[src/rtl/core/fre_pkg.sv]
// Package for the four-register ALU execute unit.
// Holds the operation codes, the opcode map reset value and operand decode helpers.
// No dependencies.
`timescale 1ns / 1ps

package fre_pkg;

  localparam int unsigned DataW  = 32;
  localparam int unsigned OperW  = 16;
  localparam int unsigned FuncW  = 4;
  localparam int unsigned MapW   = 64;
  localparam int unsigned NumRegs = 4;
  localparam int unsigned RegIdxW = $clog2(NumRegs);

  localparam logic [MapW-1:0] OpcodeMapReset = 64'h79B1_AD40_563C_F8E2;

  typedef enum logic [3:0] {
    OpAddr = 4'd0,
    OpAddi = 4'd1,
    OpMulr = 4'd2,
    OpMuli = 4'd3,
    OpBanr = 4'd4,
    OpBani = 4'd5,
    OpBorr = 4'd6,
    OpBori = 4'd7,
    OpSetr = 4'd8,
    OpSeti = 4'd9,
    OpGtir = 4'd10,
    OpGtri = 4'd11,
    OpGtrr = 4'd12,
    OpEqir = 4'd13,
    OpEqri = 4'd14,
    OpEqrr = 4'd15
  } alu_op_e;

  // First operand is a register index unless the operation takes it as an immediate.
  function automatic logic a_is_reg(alu_op_e op);
    return !(op == OpSeti || op == OpGtir || op == OpEqir);
  endfunction

  function automatic logic b_is_reg(alu_op_e op);
    return (op == OpAddr || op == OpMulr || op == OpBanr || op == OpBorr ||
            op == OpGtir || op == OpGtrr || op == OpEqir || op == OpEqrr);
  endfunction

endpackage

[src/rtl/core/four_register_alu_execute_unit.sv]
// Top level of the four-register ALU execute unit: input register, ALU and register file.
// Depends on fre_pkg for operation codes and operand decode.
//
//   Channel | Direction | Handshake              | Payload
//   --------+-----------+------------------------+-----------------------------------
//   in      | input     | in_valid_i/in_ready_o  | func_i, a_i, b_i, c_i
//   out     | output    | out_valid_o/out_ready_i| reg0_o..reg3_o, bad_operand_o
//   cfg     | input     | cfg_we_i (no wait)     | cfg_wdata_i (opcode map)
//
// One instruction is retired per cycle while the output is not stalled. An instruction passes
// from the input register through the ALU with its 32x32 multiplier, which writes the register
// file, and the register file drives the result ports directly.
// Reset clears the register file, the valid flags and loads the default opcode map.
// When the output stalls, one more instruction is held in the input register.
`timescale 1ns / 1ps

module four_register_alu_execute_unit (
  input  logic                              clk_i,
  input  logic                              rst_ni,
  input  logic                              cfg_we_i,
  input  logic [fre_pkg::MapW-1:0]          cfg_wdata_i,
  input  logic                              in_valid_i,
  output logic                              in_ready_o,
  input  logic [fre_pkg::FuncW-1:0]         func_i,
  input  logic [fre_pkg::OperW-1:0]         a_i,
  input  logic [fre_pkg::OperW-1:0]         b_i,
  input  logic [fre_pkg::RegIdxW-1:0]       c_i,
  output logic                              out_valid_o,
  input  logic                              out_ready_i,
  output logic signed [fre_pkg::DataW-1:0]  reg0_o,
  output logic signed [fre_pkg::DataW-1:0]  reg1_o,
  output logic signed [fre_pkg::DataW-1:0]  reg2_o,
  output logic signed [fre_pkg::DataW-1:0]  reg3_o,
  output logic                              bad_operand_o
);
  import fre_pkg::*;

  logic [MapW-1:0]    map_q;
  logic               in_vld_q;
  logic [FuncW-1:0]   func_q;
  logic [OperW-1:0]   a_q;
  logic [OperW-1:0]   b_q;
  logic [RegIdxW-1:0] c_q;
  logic               out_vld_q;
  logic               bad_q;
  logic [DataW-1:0]   rf_q [NumRegs];

  logic               ex_fire;
  alu_op_e            op;
  logic               bad_d;
  logic [DataW-1:0]   ra;
  logic [DataW-1:0]   rb;
  logic [DataW-1:0]   imm_a;
  logic [DataW-1:0]   imm_b;
  logic [DataW-1:0]   res_d;

  assign ex_fire    = in_vld_q && (!out_vld_q || out_ready_i);
  assign in_ready_o = !in_vld_q || ex_fire;

  assign op    = alu_op_e'(map_q[{func_q, 2'b00} +: 4]);
  assign bad_d = (a_is_reg(op) && (a_q[OperW-1:RegIdxW] != '0)) ||
                 (b_is_reg(op) && (b_q[OperW-1:RegIdxW] != '0));
  assign ra    = rf_q[a_q[RegIdxW-1:0]];
  assign rb    = rf_q[b_q[RegIdxW-1:0]];
  assign imm_a = {{(DataW-OperW){1'b0}}, a_q};
  assign imm_b = {{(DataW-OperW){1'b0}}, b_q};

  always_comb begin
    unique case (op)
      OpAddr: res_d = ra + rb;
      OpAddi: res_d = ra + imm_b;
      OpMulr: res_d = ra * rb;
      OpMuli: res_d = ra * imm_b;
      OpBanr: res_d = ra & rb;
      OpBani: res_d = ra & imm_b;
      OpBorr: res_d = ra | rb;
      OpBori: res_d = ra | imm_b;
      OpSetr: res_d = ra;
      OpSeti: res_d = imm_a;
      OpGtir: res_d = {{(DataW-1){1'b0}}, ($signed(imm_a) > $signed(rb))};
      OpGtri: res_d = {{(DataW-1){1'b0}}, ($signed(ra) > $signed(imm_b))};
      OpGtrr: res_d = {{(DataW-1){1'b0}}, ($signed(ra) > $signed(rb))};
      OpEqir: res_d = {{(DataW-1){1'b0}}, (imm_a == rb)};
      OpEqri: res_d = {{(DataW-1){1'b0}}, (ra == imm_b)};
      OpEqrr: res_d = {{(DataW-1){1'b0}}, (ra == rb)};
    endcase
  end

  always_ff @(posedge clk_i or negedge rst_ni) begin
    if (!rst_ni) begin
      map_q <= OpcodeMapReset;
    end else if (cfg_we_i) begin
      map_q <= cfg_wdata_i;
    end
  end

  always_ff @(posedge clk_i or negedge rst_ni) begin
    if (!rst_ni) begin
      in_vld_q <= 1'b0;
    end else if (in_ready_o) begin
      in_vld_q <= in_valid_i;
    end
  end

  always_ff @(posedge clk_i) begin
    if (in_valid_i && in_ready_o) begin
      func_q <= func_i;
      a_q    <= a_i;
      b_q    <= b_i;
      c_q    <= c_i;
    end
  end

  always_ff @(posedge clk_i or negedge rst_ni) begin
    if (!rst_ni) begin
      out_vld_q <= 1'b0;
      bad_q     <= 1'b0;
      for (int i = 0; i < NumRegs; i++) begin
        rf_q[i] <= '0;
      end
    end else begin
      if (ex_fire) begin
        out_vld_q <= 1'b1;
        bad_q     <= bad_d;
        if (!bad_d) begin
          rf_q[c_q] <= res_d;
        end
      end else if (out_ready_i) begin
        out_vld_q <= 1'b0;
      end
    end
  end

  // The register file only changes on an execute transfer, so it can drive the result directly.
  assign out_valid_o   = out_vld_q;
  assign reg0_o        = rf_q[0];
  assign reg1_o        = rf_q[1];
  assign reg2_o        = rf_q[2];
  assign reg3_o        = rf_q[3];
  assign bad_operand_o = bad_q;

  a_rf_stable_without_exec: assert property (@(posedge clk_i) disable iff (!rst_ni)
    !ex_fire |=> (rf_q[0] == $past(rf_q[0])) && (rf_q[1] == $past(rf_q[1])) &&
                 (rf_q[2] == $past(rf_q[2])) && (rf_q[3] == $past(rf_q[3])))
    else $error("Register file changed without an execute transfer.");

  a_bad_no_write: assert property (@(posedge clk_i) disable iff (!rst_ni)
    ex_fire && bad_d |=> (rf_q[0] == $past(rf_q[0])) && (rf_q[1] == $past(rf_q[1])) &&
                         (rf_q[2] == $past(rf_q[2])) && (rf_q[3] == $past(rf_q[3])))
    else $error("Register file written by an instruction with a bad operand.");

  a_single_write: assert property (@(posedge clk_i) disable iff (!rst_ni)
    ex_fire |=> $countones({rf_q[0] != $past(rf_q[0]), rf_q[1] != $past(rf_q[1]),
                            rf_q[2] != $past(rf_q[2]), rf_q[3] != $past(rf_q[3])}) <= 1)
    else $error("More than one register written by one instruction.");

  a_stall_cause: assert property (@(posedge clk_i) disable iff (!rst_ni)
    !in_ready_o |-> in_vld_q && out_vld_q && !out_ready_i)
    else $error("Input stalled while the execute stage could advance.");

endmodule
[config.mk]
export PLATFORM = sky130hd
export DESIGN_NAME = four_register_alu_execute_unit
export DESIGN_NICKNAME = d
export VERILOG_FILES = /design/src/rtl/core/fre_pkg.sv /design/src/rtl/core/four_register_alu_execute_unit.sv
export SDC_FILE = /design/constraint.sdc
export NUM_CORES = 2
export LEC_CHECK = 0
export BUFFER_PORTS_ARGS = -buffer_cell sky130_fd_sc_hd__buf_4
export CAP_MARGIN = 20
export CORE_MARGIN = 5
export CORE_UTILIZATION = 60
export CTS_BUF_LIST = sky130_fd_sc_hd__clkbuf_4 sky130_fd_sc_hd__clkbuf_8
export DETAILED_ROUTE_END_ITERATION = 6
export MAX_ROUTING_LAYER = met4
export PLACE_DENSITY = 0.79
export SLEW_MARGIN = 10
export SYNTH_ARGS = -nofsm -noshare
export SYNTH_HDL_FRONTEND = slang
export SYNTH_SLANG_ARGS = --single-unit
export TNS_END_PERCENT = 30
[constraint.sdc]
create_clock -name clk_i -period 11 [get_ports clk_i]
set_input_delay 1.65 -clock clk_i [delete_from_list [all_inputs] [get_ports clk_i]]
set_output_delay 1.65 -clock clk_i [all_outputs]
set_load 0.02 [all_outputs]
==> results.json <==
{
  "cp.arrival_ns": 10.65,
  "synthFlopType": "dfrtp_1",
  "cts_buffers": 34,
  "async_flop_share_pct": 83.7,
  "syn_avg_cell_area_sq_um": 9.32,
  "wirelength_microns": 168000,
  "min_period_ns": 10.16,
  "crit_type": "reg -> reg",
  "fin_crit_sh_pct": 92.3,
  "synthesis.nets": 5808,
  "nFillCells": 5723,
  "hold_end": "map_q[58]$_DFFE_PN0P_",
  "r2r-start": "b_q[0]$_DFFE_PP_",
  "yosys_warnings": 0,
  "start_util_pct": 60.3,
  "fin_nets": 5994,
  "grtUsageTotal_pct": 44.7,
  "critPathTopFamily": "adder cells",
  "path_buf_inv": 4,
  "hold_class": "reg -> reg",
  "antenna_found_initial": 8,
  "cts_tree": "yes",
  "ant_nets": 0,
  "grt_pass1_wl_microns": 249000,
  "cpMostUsedCell": "fa_1",
  "whs_ns": 0.507,
  "required_ns": 11.49,
  "rr_worst_depth": 27,
  "slew_headroom_pct": 22.3,
  "regToRegEndpoint": "reg1_o[30]$_DFFE_PN0P_",
  "clockBufferDepth": 3,
  "cap_violations": 0,
  "setup_violations": 0,
  "drt_iter0_markers": 4860,
  "post-dp-hpwl_microns": 128000,
  "rsz0062_at_grt": "false",
  "ys_ff_latch": 233,
  "hp-start": "map_q[58]$_DFFE_PN0P_",
  "crit_fanout": 41,
  "firstDrtPassIters": 6,
  "synth_edf_count": 38,
  "io_buffers": 237,
  "htreeDepth": 2,
  "fp.dieH_microns": 278,
  "ctsHoldBuffers": 0,
  "via_per_inst": 6.35,
  "min_path_cells": 1,
  "critPathCaptureType": "flip-flop",
  "postCtsSetupBuffers": 0,
  "cts-resized-gates": 0,
  "syn_to_final_growth_pct": 9.28,
  "gp_congestion": 1.15,
  "hold_viol": 0,
  "dieArea_sq_um": 77100,
  "seq_area_frac_synth_pct": 14.1,
  "drv_slew": 0,
  "grt_max_degree": 120,
  "clock_latency_ns": 0.58,
  "core_sq_um": 71200,
  "first_global_vias": 38408,
  "max_freq_mhz": 98.5,
  "io_pins": 238,
  "finClkSkew_ns": 0.0465,
  "reg2reg_slack_ns": 0.84,
  "grt_remaining_overflow": 0,
  "worst_pin_slew_ns": 1.17,
  "slowest_stage": "o21ai_2",
  "drt_drc_violations_left": 0,
  "cp-start-kind": "flip-flop",
  "critical_path.max_stage_delay_ns": 0.84,
  "ys_types": 83,
  "clkSlewWorstSetupHoldPaths_ns": 0.07,
  "avgRoutedWirePerCell_microns": 29.1,
  "num_vias": 36681,
  "synthesis.area_sq_um": 43000,
  "root_buffer": "clkbuf_8",
  "row_count": 98,
  "status": "complete, no violations",
  "clock-sinks": 233,
  "drive_gt1_share_pct": 16.2,
  "syn_inst": 4609,
  "die-width_microns": 278,
  "cp-startpoint": "b_q[0]$_DFFE_PP_",
  "finalSetupTns_ns": 0
}
[how the worst max path moves through the flow]
stage	to	slack, ns	cells after the start
after floorplan	reg0_o[29]$_DFFE_PN0P_	2.59	35
final	reg1_o[30]$_DFFE_PN0P_	0.84	27
after CTS	reg0_o[29]$_DFFE_PN0P_	1.25	28
after global routing	reg1_o[30]$_DFFE_PN0P_	0.62	27
after detailed placement	reg0_o[29]$_DFFE_PN0P_	1.31	28
after global placement	reg0_o[29]$_DFFE_PN0P_	1.48	28
[through the flow]
step | instance area (sq um) | setup slack [ns] | instances | util, %
3_5_place_dp | 46100 | 1.31 | 5707 | 64.7
5_1_grt | 46900 | 0.620 | 5774 | 65.9
4_1_cts | 46900 | 1.25 | 5766 | 65.9
6_report | 46900 | 0.843 | 5774 | 65.9
3_3_place_gp | 46100 | 1.48 | 5707 | 64.7
2_1_floorplan | 43000 | 2.59 | 4609 | -
[layout by cell type, fill, tap and decap left out, drive strengths merged, types with 113 or more instances in the layout]
| cell type | instances |
|---|---|
| mux2 | 229 |
| fa | 713 |
| ha | 379 |
| buf | 376 |
| dfrtp | 163 |
| a21oi | 113 |
| nand2 | 611 |
| o21ai | 148 |
| inv | 789 |
| nor2 | 495 |
[area by class of cell]
type | instances | area [sq um] | share of cell area [%]
Clock buffer | 45 | 582 | 1.24
Clock inverter | 14 | 249 | 0.530
Multi-Input combinational cell | 3342 | 33000 | 70.2
Timing Repair Buffer | 377 | 2850 | 6.08
Sequential cell | 233 | 6060 | 12.9
Antenna cell | 6 | 15.0 | 0.0320
Tap cell | 950 | 1190 | 2.53
Inverter | 807 | 3030 | 6.45
[cells by family (layout without fill, tap and decap cells)]
logic type / count (synthesis) / in the layout / share of synthesized area, %
AND/OR/NAND/NOR: 1265 / 1265 / 12.0
other: 0 / 6 / 0
AO/OA/AOI/OAI: 507 / 507 / 7.76
multiplexers: 317 / 317 / 9.25
XOR/XNOR: 160 / 160 / 3.29
flip-flops: 233 / 233 / 14.1
adder cells (fa/ha/maj): 1093 / 1093 / 44.3
buffers and inverters: 1034 / 1243 / 9.35
[routing by layer]
| layer | vias up | routed length (microns) | global-route usage [%] |
|---|---|---|---|
| met4 | 0 | 13200 | 25.3 |
| met1 | 18138 | 60200 | 56.7 |
| li1 | 14927 | - | - |
| met3 | 711 | 25200 | 15.1 |
| met5 | - | 0 | - |
| met2 | 2905 | 69500 | 63.2 |
[synthesized netlist by cell type (38+ instances only)]
cell type  instances  share of area, %
mux2_2           219               5.7
fa_1             713                33
xnor2_1          111               2.3
inv_1            783               6.8
dfrtp_1          163               9.5
a21oi_1          112               1.3
mux2i_1           47               1.1
mux4_2            41               2.1
clkbuf_1         170               1.5
a21o_1            46              0.80
xor2_1            48              0.98
edfxtp_1          38               2.7
nand2_1          610               5.3
ha_1             379                11
nor2_1           493               4.3
o21ai_0          114               1.3
[state kept, by name, summed over array words and instances, names as in the netlist]
name / count
reg1_o: 32
reg3_o: 32
bad_operand_o: 1
reg2_o: 32
c_q: 2
out_valid_o: 1
in_vld_q: 1
func_q: 4
reg0_o: 32
a_q: 16
b_q: 16
map_q: 64
Power is not shown: default switching activity piles up to over one toggle a cycle in this logic, so the estimate is an artifact.
